`src/rtl/mftt_pkg.sv`:
```
// shared types and constants for the motor feedback turn tracker
// no dependencies; imported by every module of the block except mftt_queue
`default_nettype none

package mftt_pkg;

    // field widths
    localparam int ID_W       = 11;
    localparam int POS_W      = 16;
    localparam int TURN_W     = 16;
    localparam int ANGLE_W    = 25;
    localparam int MOTOR_IX_W = 3;

    // configuration port
    localparam int APB_ADDR_W = 3;
    localparam int APB_DATA_W = 32;
    localparam logic [APB_ADDR_W-1:0] REG_FIRST_MOTOR_ID = 3'd0;
    localparam logic [ID_W-1:0] FIRST_MOTOR_ID_RESET = 11'd513;

    // block sizing
    localparam int MOTOR_COUNT_DEF = 7;
    localparam int QUEUE_DEPTH     = 2;

    // turn arithmetic
    localparam int HALF_TURN    = 4096;
    localparam int DEG_PER_TURN = 360;
    localparam int COUNT_SHIFT  = 13;   // 8192 counts per turn

    // decoded payload of one frame
    typedef struct packed {
        logic        [15:0] position;
        logic signed [15:0] speed;
        logic signed [15:0] current;
        logic        [7:0]  temperature;
    } t_meas;

    // one result item
    typedef struct packed {
        logic        [MOTOR_IX_W-1:0] motor_index;
        logic        [15:0]           encoder_position;
        logic signed [15:0]           shaft_speed;
        logic signed [15:0]           measured_current;
        logic        [7:0]            temperature;
        logic signed [TURN_W-1:0]     turn_count;
        logic signed [ANGLE_W-1:0]    angle_degrees;
    } t_result;

endpackage

`default_nettype wire

```
`src/rtl/mftt_queue.sv`:
```
// small first-in first-out buffer with full and empty flags
// depends on nothing but its parameters
`default_nettype none

module mftt_queue #(
    parameter int W     = 8,
    parameter int DEPTH = 2
) (
    input  wire logic         i_clk,
    input  wire logic         i_rst_n,
    input  wire logic         i_push,
    input  wire logic [W-1:0] i_data,
    output logic              o_full,
    input  wire logic         i_pop,
    output logic [W-1:0]      o_data,
    output logic              o_empty
);

    localparam int PTR_W = (DEPTH > 1) ? $clog2(DEPTH) : 1;
    localparam int CNT_W = $clog2(DEPTH + 1);
    localparam logic [PTR_W-1:0] PTR_LAST = PTR_W'(DEPTH - 1);
    localparam logic [CNT_W-1:0] CNT_FULL = CNT_W'(DEPTH);

    logic [W-1:0]     r_mem [DEPTH];
    logic [PTR_W-1:0] r_wr_ptr, r_rd_ptr;
    logic [CNT_W-1:0] r_count;
    logic             do_push, do_pop;

    assign o_full  = (r_count == CNT_FULL);
    assign o_empty = (r_count == '0);
    assign do_push = i_push && !o_full;
    assign do_pop  = i_pop && !o_empty;
    assign o_data  = r_mem[r_rd_ptr];

    always_ff @(posedge i_clk) begin
        if (!i_rst_n) begin
            r_wr_ptr <= '0;
            r_rd_ptr <= '0;
            r_count  <= '0;
        end else begin
            if (do_push) begin
                r_wr_ptr <= (r_wr_ptr == PTR_LAST) ? '0 : r_wr_ptr + 1'b1;
            end
            if (do_pop) begin
                r_rd_ptr <= (r_rd_ptr == PTR_LAST) ? '0 : r_rd_ptr + 1'b1;
            end
            if (do_push && !do_pop) begin
                r_count <= r_count + 1'b1;
            end else if (do_pop && !do_push) begin
                r_count <= r_count - 1'b1;
            end
        end
    end

    always_ff @(posedge i_clk) begin
        if (do_push) begin
            r_mem[r_wr_ptr] <= i_data;
        end
    end

endmodule

`default_nettype wire

```
`src/rtl/mftt_front.sv`:
```
// front end: accepts frames, matches the id against the motor range, unpacks bytes
// depends on mftt_pkg
`default_nettype none

module mftt_front
    import mftt_pkg::*;
#(
    parameter int MOTOR_COUNT = MOTOR_COUNT_DEF,
    localparam int SLOT_W = (MOTOR_COUNT > 1) ? $clog2(MOTOR_COUNT) : 1,
    localparam int MID_W  = SLOT_W + $bits(t_meas)
) (
    input  wire logic [ID_W-1:0]  i_first_id,
    input  wire logic             i_push,
    output logic                  o_full,
    input  wire logic [ID_W-1:0]  i_frame_id,
    input  wire logic [7:0]       i_byte0,
    input  wire logic [7:0]       i_byte1,
    input  wire logic [7:0]       i_byte2,
    input  wire logic [7:0]       i_byte3,
    input  wire logic [7:0]       i_byte4,
    input  wire logic [7:0]       i_byte5,
    input  wire logic [7:0]       i_byte6,
    output logic                  o_q_push,
    output logic [MID_W-1:0]      o_q_data,
    input  wire logic             i_q_full
);

    localparam logic [ID_W-1:0] COUNT_ID = ID_W'(MOTOR_COUNT);

    logic [ID_W-1:0] id_off;
    logic            in_range;
    t_meas           meas;

    assign id_off   = i_frame_id - i_first_id;
    // no wrap: id at or above the base and offset below the motor count
    assign in_range = (i_frame_id >= i_first_id) && (id_off < COUNT_ID);

    assign meas.position    = {i_byte0, i_byte1};
    assign meas.speed       = $signed({i_byte2, i_byte3});
    assign meas.current     = $signed({i_byte4, i_byte5});
    assign meas.temperature = i_byte6;

    assign o_full   = i_q_full;
    assign o_q_push = i_push && !i_q_full && in_range;
    assign o_q_data = {id_off[SLOT_W-1:0], meas};

endmodule

`default_nettype wire

```
`src/rtl/mftt_back.sv`:
```
// back end: per-motor turn tracking (read-modify-write) and angle computation
// depends on mftt_pkg
`default_nettype none

module mftt_back
    import mftt_pkg::*;
#(
    parameter int MOTOR_COUNT = MOTOR_COUNT_DEF,
    localparam int SLOT_W = (MOTOR_COUNT > 1) ? $clog2(MOTOR_COUNT) : 1,
    localparam int MID_W  = SLOT_W + $bits(t_meas)
) (
    input  wire logic             i_clk,
    input  wire logic             i_rst_n,
    input  wire logic             i_q_empty,
    input  wire logic [MID_W-1:0] i_q_data,
    output logic                  o_q_pop,
    input  wire logic             i_out_full,
    output logic                  o_out_push,
    output t_result               o_out_data
);

    localparam logic signed [POS_W:0]    JUMP_POS = (POS_W+1)'(HALF_TURN);
    localparam logic signed [POS_W:0]    JUMP_NEG = -JUMP_POS;
    localparam logic signed [TURN_W-1:0] TURN_MAX = {1'b0, {(TURN_W-1){1'b1}}};
    localparam logic signed [TURN_W-1:0] TURN_MIN = {1'b1, {(TURN_W-1){1'b0}}};
    localparam logic signed [ANGLE_W-1:0] DEG_S   = ANGLE_W'(DEG_PER_TURN);
    localparam logic        [ANGLE_W-1:0] DEG_U   = ANGLE_W'(DEG_PER_TURN);

    logic        [POS_W-1:0]  r_prev_pos [MOTOR_COUNT];
    logic signed [TURN_W-1:0] r_turns    [MOTOR_COUNT];

    logic                     r_s1_valid;
    logic [SLOT_W-1:0]        r_s1_slot;
    t_meas                    r_s1_meas;
    logic signed [TURN_W-1:0] r_s1_turns;

    logic [SLOT_W-1:0]        slot;
    t_meas                    meas;
    logic [POS_W-1:0]         prev_pos;
    logic signed [TURN_W-1:0] turns_old, n_turns;
    logic signed [POS_W:0]    diff;
    logic                     s1_leave;

    logic signed [ANGLE_W-1:0] turn_deg;
    logic        [ANGLE_W-1:0] pos_prod, frac_deg;

    assign slot = i_q_data[MID_W-1 -: SLOT_W];
    assign meas = t_meas'(i_q_data[$bits(t_meas)-1:0]);

    assign s1_leave = r_s1_valid && !i_out_full;
    assign o_q_pop  = !i_q_empty && (!r_s1_valid || s1_leave);

    assign prev_pos  = r_prev_pos[slot];
    assign turns_old = r_turns[slot];
    assign diff      = $signed({1'b0, meas.position}) - $signed({1'b0, prev_pos});

    // rise past half a turn wraps backward, fall past half a turn wraps forward
    always_comb begin
        n_turns = turns_old;
        if (diff > JUMP_POS) begin
            if (turns_old != TURN_MIN) begin
                n_turns = turns_old - 1'b1;
            end
        end else if (diff < JUMP_NEG) begin
            if (turns_old != TURN_MAX) begin
                n_turns = turns_old + 1'b1;
            end
        end
    end

    always_ff @(posedge i_clk) begin
        if (!i_rst_n) begin
            for (int k = 0; k < MOTOR_COUNT; k++) begin
                r_prev_pos[k] <= '0;
                r_turns[k]    <= '0;
            end
            r_s1_valid <= 1'b0;
        end else begin
            if (o_q_pop) begin
                r_prev_pos[slot] <= meas.position;
                r_turns[slot]    <= n_turns;
                r_s1_valid       <= 1'b1;
            end else if (s1_leave) begin
                r_s1_valid <= 1'b0;
            end
        end
    end

    always_ff @(posedge i_clk) begin
        if (o_q_pop) begin
            r_s1_slot  <= slot;
            r_s1_meas  <= meas;
            r_s1_turns <= n_turns;
        end
    end

    // angle = turns * 360 + floor(position * 360 / 8192)
    assign turn_deg = $signed({{(ANGLE_W-TURN_W){r_s1_turns[TURN_W-1]}}, r_s1_turns}) * DEG_S;
    assign pos_prod = ANGLE_W'(r_s1_meas.position) * DEG_U;
    assign frac_deg = pos_prod >> COUNT_SHIFT;

    assign o_out_push = s1_leave;

    always_comb begin
        o_out_data.motor_index      = MOTOR_IX_W'(r_s1_slot);
        o_out_data.encoder_position = r_s1_meas.position;
        o_out_data.shaft_speed      = r_s1_meas.speed;
        o_out_data.measured_current = r_s1_meas.current;
        o_out_data.temperature      = r_s1_meas.temperature;
        o_out_data.turn_count       = r_s1_turns;
        o_out_data.angle_degrees    = turn_deg + $signed(frac_deg);
    end

endmodule

`default_nettype wire

```
`src/rtl/motor_feedback_turn_tracker.sv`:
```
// top level of the motor feedback turn tracker: configuration register, front end,
// queues and back end; depends on mftt_pkg, mftt_queue, mftt_front, mftt_back
`default_nettype none

// Decodes motor feedback CAN frames and tracks multi-turn position per motor.
// A frame is a transfer on the input queue side (push/full); its id is matched
// against first_motor_id .. first_motor_id + MOTOR_COUNT - 1 and frames outside
// that range are dropped with no result and no state change. A matching frame
// yields one result transfer (empty/pop) carrying the decoded fields, the
// motor's saturating turn counter and the angle in whole degrees. The block
// takes one frame per clock while full is low; a result passes through the
// front queue, then the turn-tracking stage, then the result queue before
// it reaches the output ports. Each motor's turn state is updated as a
// read-modify-write of a small register file, so back-to-back frames for the
// same motor are exact. Both queues are two entries deep, so either side may
// stall without stopping the other until the queues fill. first_motor_id sits
// at byte address 0 of the APB port, reads back, and resets to 513; write it
// only while the block is idle.

module motor_feedback_turn_tracker
    import mftt_pkg::*;
#(
    parameter int MOTOR_COUNT = MOTOR_COUNT_DEF
) (
    input  wire logic                   i_clk,
    input  wire logic                   i_rst_n,

    // configuration port
    input  wire logic                   psel,
    input  wire logic                   penable,
    input  wire logic                   pwrite,
    input  wire logic [APB_ADDR_W-1:0]  paddr,
    input  wire logic [APB_DATA_W-1:0]  pwdata,
    output logic      [APB_DATA_W-1:0]  prdata,
    output logic                        pready,

    // frame input
    input  wire logic                   push,
    output logic                        full,
    input  wire logic [ID_W-1:0]        i_frame_id,
    input  wire logic [7:0]             i_byte0,
    input  wire logic [7:0]             i_byte1,
    input  wire logic [7:0]             i_byte2,
    input  wire logic [7:0]             i_byte3,
    input  wire logic [7:0]             i_byte4,
    input  wire logic [7:0]             i_byte5,
    input  wire logic [7:0]             i_byte6,

    // result output
    output logic                        empty,
    input  wire logic                   pop,
    output logic [MOTOR_IX_W-1:0]       o_motor_index,
    output logic [15:0]                 o_encoder_position,
    output logic signed [15:0]          o_shaft_speed,
    output logic signed [15:0]          o_measured_current,
    output logic [7:0]                  o_temperature,
    output logic signed [TURN_W-1:0]    o_turn_count,
    output logic signed [ANGLE_W-1:0]   o_angle_degrees
);

    localparam int SLOT_W = (MOTOR_COUNT > 1) ? $clog2(MOTOR_COUNT) : 1;
    localparam int MID_W  = SLOT_W + $bits(t_meas);
    localparam int RES_W  = $bits(t_result);

    // configuration register
    logic [ID_W-1:0] r_first_id;
    logic            cfg_wr;

    assign pready = 1'b1;
    assign cfg_wr = psel && penable && pwrite && pready && (paddr == REG_FIRST_MOTOR_ID);

    always_ff @(posedge i_clk) begin
        if (!i_rst_n) begin
            r_first_id <= FIRST_MOTOR_ID_RESET;
        end else if (cfg_wr) begin
            r_first_id <= pwdata[ID_W-1:0];
        end
    end

    // read back: only the base id register decodes
    always_comb begin
        prdata = '0;
        if (paddr == REG_FIRST_MOTOR_ID) begin
            prdata = APB_DATA_W'(r_first_id);
        end
    end

    // front end to the id-matching queue
    logic             mid_push, mid_full, mid_pop, mid_empty;
    logic [MID_W-1:0] mid_wdata, mid_rdata;

    mftt_front #(
        .MOTOR_COUNT (MOTOR_COUNT)
    ) u_front (
        .i_first_id (r_first_id),
        .i_push     (push),
        .o_full     (full),
        .i_frame_id (i_frame_id),
        .i_byte0    (i_byte0),
        .i_byte1    (i_byte1),
        .i_byte2    (i_byte2),
        .i_byte3    (i_byte3),
        .i_byte4    (i_byte4),
        .i_byte5    (i_byte5),
        .i_byte6    (i_byte6),
        .o_q_push   (mid_push),
        .o_q_data   (mid_wdata),
        .i_q_full   (mid_full)
    );

    // queue between front and back end
    mftt_queue #(
        .W     (MID_W),
        .DEPTH (QUEUE_DEPTH)
    ) u_mid_q (
        .i_clk   (i_clk),
        .i_rst_n (i_rst_n),
        .i_push  (mid_push),
        .i_data  (mid_wdata),
        .o_full  (mid_full),
        .i_pop   (mid_pop),
        .o_data  (mid_rdata),
        .o_empty (mid_empty)
    );

    // turn tracking and angle
    logic    res_push, res_full;
    t_result res_wdata, res_rdata;

    mftt_back #(
        .MOTOR_COUNT (MOTOR_COUNT)
    ) u_back (
        .i_clk      (i_clk),
        .i_rst_n    (i_rst_n),
        .i_q_empty  (mid_empty),
        .i_q_data   (mid_rdata),
        .o_q_pop    (mid_pop),
        .i_out_full (res_full),
        .o_out_push (res_push),
        .o_out_data (res_wdata)
    );

    // result queue, head drives the output ports
    logic [RES_W-1:0] res_rbits;

    mftt_queue #(
        .W     (RES_W),
        .DEPTH (QUEUE_DEPTH)
    ) u_res_q (
        .i_clk   (i_clk),
        .i_rst_n (i_rst_n),
        .i_push  (res_push),
        .i_data  (res_wdata),
        .o_full  (res_full),
        .i_pop   (pop),
        .o_data  (res_rbits),
        .o_empty (empty)
    );

    assign res_rdata          = t_result'(res_rbits);
    assign o_motor_index      = res_rdata.motor_index;
    assign o_encoder_position = res_rdata.encoder_position;
    assign o_shaft_speed      = res_rdata.shaft_speed;
    assign o_measured_current = res_rdata.measured_current;
    assign o_temperature      = res_rdata.temperature;
    assign o_turn_count       = res_rdata.turn_count;
    assign o_angle_degrees    = res_rdata.angle_degrees;

endmodule

`default_nettype wire

```
`config.mk`:
```
export PLATFORM = sky130hd
export DESIGN_NAME = motor_feedback_turn_tracker
export DESIGN_NICKNAME = d
export VERILOG_FILES = /design/src/rtl/mftt_pkg.sv /design/src/rtl/mftt_queue.sv /design/src/rtl/mftt_front.sv /design/src/rtl/mftt_back.sv /design/src/rtl/motor_feedback_turn_tracker.sv
export SDC_FILE = /design/constraint.sdc
export NUM_CORES = 1
export LEC_CHECK = 0
export ABC_CLOCK_PERIOD_IN_PS = 6880
export BUFFER_PORTS_ARGS = -buffer_cell sky130_fd_sc_hd__buf_2
export CORE_ASPECT_RATIO = 1.2
export CORE_MARGIN = 10
export CORE_UTILIZATION = 35
export DETAILED_ROUTE_END_ITERATION = 7
export GPL_TIMING_DRIVEN = 0
export SLEW_MARGIN = 10
export SYNTH_ARGS = -nofsm -noshare
export SYNTH_HDL_FRONTEND = slang
export SYNTH_HIERARCHICAL = 1
export SYNTH_SLANG_ARGS = --single-unit
```
`constraint.sdc`:
```
create_clock -name i_clk -period 6.88 [get_ports i_clk]
set_input_delay 0.344 -clock i_clk [delete_from_list [all_inputs] [get_ports i_clk]]
set_output_delay 0.344 -clock i_clk [all_outputs]
set_load 0.02 [all_outputs]
```
==> flow_metrics.tcl <==
set metrics [dict create \
    synth.area.top_cells "edfxtp_1 57%, mux2_2 5.5%, ha_1 5.1%" \
    clock-sinks 671 \
    synth_area_per_cell_sq_um 14.0 \
    synth_seq_area_share_pct 59.9 \
    route.detailed.drc 0 \
    die_height_um 355 \
    synth.cell_area_sq_um 32700 \
    postLayoutSetupSlackWorst_ns 0.233 \
    comb_power_share_pct 11.4 \
    vias_in_the_first_global_route 21000 \
    num_io_pins 244 \
    setup.worst_path.end_class "flop" \
    vias_per_cell 4.97 \
    final_nets 2973 \
    crit_type "flop to flop" \
    required_ns 7.22 \
    p_leak_nw 14.6 \
    count_of_flip_flops_with_a_built_in_enable_after_synthesis 617 \
    crit_path_cell_trace "buf_2, buf_4, mux2_2, clkbuf_4, buf_6, buf_4, buf_2, clkbuf_4, mux4_2, mux2i_1, ha_1, o21ai_0, a21oi_1, or4_1, a21oi_1, xnor2_1, o41ai_4, a41oi_4, clkbuf_2, a32o_1, mux2i_4, buf_12, nor2_1" \
    start_util_pct 35.4 \
    multi_input_gate_area_in_the_final_layout_sq_um 11700 \
    ys_ff_latch 671 \
    met3RoutedLength_um 4000 \
    htree_levels 3 \
    layout_commonest_cell "edfxtp_1" \
    totalPowerFinal_mw 9.04 \
    maximum_number_of_pins_on_one_net_before_global_route_repair 54 \
    final_setup_violation_count 0 \
    detailed_place_hpwl_um 58200 \
    post-route-period-util_pct 96.6 \
    yosysUniqueCellTypes 83 \
    grt_first_pass_wirelength_um 122000 \
    timing.clock.skew_ns 0.0244 \
    synthCells 2343 \
    outcome "finished clean" \
    sequentialPowerShare_pct 49.7 \
    max_slew.worst_pin.slew_ns 0.936 \
    vias 19700 \
    tritoncts "built" \
    cts.clk_slew.worst_paths_ns 0.06 \
    detail_route.iter0.violations 1051 \
    placement_rows 122 \
    routed.top_layer "met5" \
    most_frequent_cells_in_the_layout "617 x edfxtp_1, 216 x nor2_1, 193 x inv_1, 160 x mux2_2, 151 x buf_2" \
    report.final.hold_viol_count 0 \
    crit_path_max_fanout 19 \
    antenna_violations_before_repair 4 \
    grt_usage_pct 14.7 \
    areaGrowthSynthToFinish_pct 18.7 \
    power.density_nw_per_um2 233 \
    wl_um 79100 \
    final_layout_size_suffix_gt1_share_pct 25.0 \
    avgRoutedWirePerCell_um 19.9 \
    gp_routability_congestion 0.873 \
    wl_met2_um 42300 \
    dr_pass1_iterations 5 \
    insertion_delay_ns 0.62 \
    final_antenna_net_count 0 \
    power.internal_mw 6.90 \
    final.fill_count 8502 \
    cts-buffers-inserted 66 \
    power.ir.vdd_worst_v 0.000136 \
    max_cap_viol_count 0 \
    slowest_delay_ns 0.49 \
    wl_met1_um 30400 \
    worst_path_arrival_time_ns 6.98 \
    port_buffers 144 \
    synth-warning-count 6 \
    die_w_um 299 \
    timing.final.crit_period_ns 6.65 \
    synth_ff_type "edfxtp_1" \
    placement.setup.worst_slack_ns -2.27 \
    max_clock_freq_ghz 0.150 \
    area.sequential_sq_um 19600 \
    slowest_stage "o41ai_4" \
    async_sr_flop_fraction_pct 0 \
    net-switching-power_mw 2.14 \
    synthDominantCellAreaShare_pct 56.6 \
    core-area_sq_um 92500 \
    worst_slew_margin_rel_pct 36.6 \
    floorplan.die_area_sq_um 106000 \
    clock_power_share_pct 38.9 \
    root_buffer "clkbuf_16" \
    overflow 0 \
    switching_share_pct 23.7 \
    largest_area_contributor_in_the_synthesized_netlist "edfxtp_1" \
    path_type_of_the_worst_min_delay_path "primary input to flop" \
    cp-start-kind "flop" \
    timing.final.max_slew_violations 0 \
    ctsLongestPathBuffers 3 \
]
[worst max-delay path, delay by kind of cell, from the launching register on]
kind | cells | cell delay [ns]
mux | 4 | 1.05
fa+ha+maj | 1 | 0.34
simple gates | 2 | 0.47
compound gates | 6 | 1.57
flops | 1 | 0.30
xor+xnor | 1 | 0.16
buf+inv | 9 | 2.44
[power by group through the flow]
stage / sequential, mW / clock, mW / combinational (mW)
3_3_place_gp: 4.58 / 0 / 0.966
5_1_grt: 4.50 / 3.79 / 1.11
4_1_cts: 4.50 / 3.63 / 1.04
2_1_floorplan: 4.58 / 0 / 0.659
6_report: 4.50 / 3.52 / 1.03
3_5_place_dp: 4.58 / 0 / 0.990
[stage by stage]
stage / cells / util [%] / area [sq um] / TNS (ns) / hold slack [ns]
floorplan: 2363 / - / 32800 / 0 / 0.421
detailed placement: 3772 / 38.6 / 35700 / -248.48 / 0.429
global placement: 3747 / 37.9 / 35100 / -827.06 / 0.422
CTS: 3966 / 41.9 / 38700 / 0 / 0.0119
global route: 3969 / 42.0 / 38900 / -0.0470 / 0.0305
finish: 3969 / 42.0 / 38900 / 0 / 0.0400
[final timing paths]
| path | slack, ns | cells after the start | start | end |
|---|---|---|---|---|
| min | 0.04 | 3 | pwdata[2] | r_first_id[2]$_SDFFE_PN0P_ |
| max reg2reg | 0.23 | 23 | flop | u_back/r_turns[7][15]$_DFFE_PP_ |
| max | 0.23 | 23 | flop | u_back/r_turns[7][15]$_DFFE_PP_ |
| min reg2reg | 0.44 | 0 | u_back/o_out_data[54]$_DFFE_PP_ | u_res_q/r_mem[0][54]$_DFFE_PP_ |
[repair_timing]
item                                   in CTS  in global routing
buffers inserted                           13                  2
pin swaps                                   5                  1
gates resized for setup                    49                 28
hold buffers                               65                  0
endpoints found under the hold margin     121                  0
setup endpoints to repair                 144                147
[cells in the mapped netlist, types with 24 or more instances]
cell      number
edfxtp_1     617
nor2_1       217
inv_1        193
mux2_2       161
ha_1         134
a21oi_1       93
nand2_1       91
buf_4         90
dfxtp_1       54
fa_1          54
mux4_2        52
xnor2_1       50
o21ai_0       48
clkbuf_1      44
nand3_1       41
mux2i_1       40
and2_1        36
nor3_1        24
[per-layer routing]
| layer | vias to the layer above | track usage (%) |
|---|---|---|
| met1 | 9891 | 16.5 |
| li1 | 9172 | - |
| met5 | - | 0 |
| met2 | 528 | 27.7 |
| met3 | 142 | 2.42 |
| met4 | 4 | 5.46 |
[cell families (layout without fill, tap and decap cells)]
logic type / after synthesis / after routing / share of synthesized area, %
adders and majority gates: 188 / 188 / 8.43
DFF: 671 / 671 / 59.9
other: 2 / 23 / 0.0229
muxes: 276 / 276 / 11.7
and+or+nand+nor: 505 / 505 / 7.31
xor gates and xnor gates: 73 / 73 / 1.95
buffers and inverters: 356 / 721 / 5.35
AOI/OAI and AO/OA: 272 / 272 / 5.30
[state kept, by name, summed over array words and instances (netlist names), 3 cells and up, named ones only]
signal             count
u_back/r_prev_pos    128
u_back/r_s1_turns     16
u_back/r_s1_slot       3
r_first_id            11
u_res_q/r_mem        200
u_back/o_out_data     56
u_mid_q/r_mem        118
u_back/r_turns       128
[layout make-up]
type                       instances  share of cell area, %
timing repair buffer             249                   5.31
tap                             1240                   3.99
clock inverter                    34                  0.718
antenna                            1                0.00644
inverter                         195                   1.88
buffer                           157                   2.71
clock buffer                      86                   4.69
sequential                       671                   50.5
multi-input combinational       1336                   30.2
No activity file was read; power rests on OpenSTA's default activity.
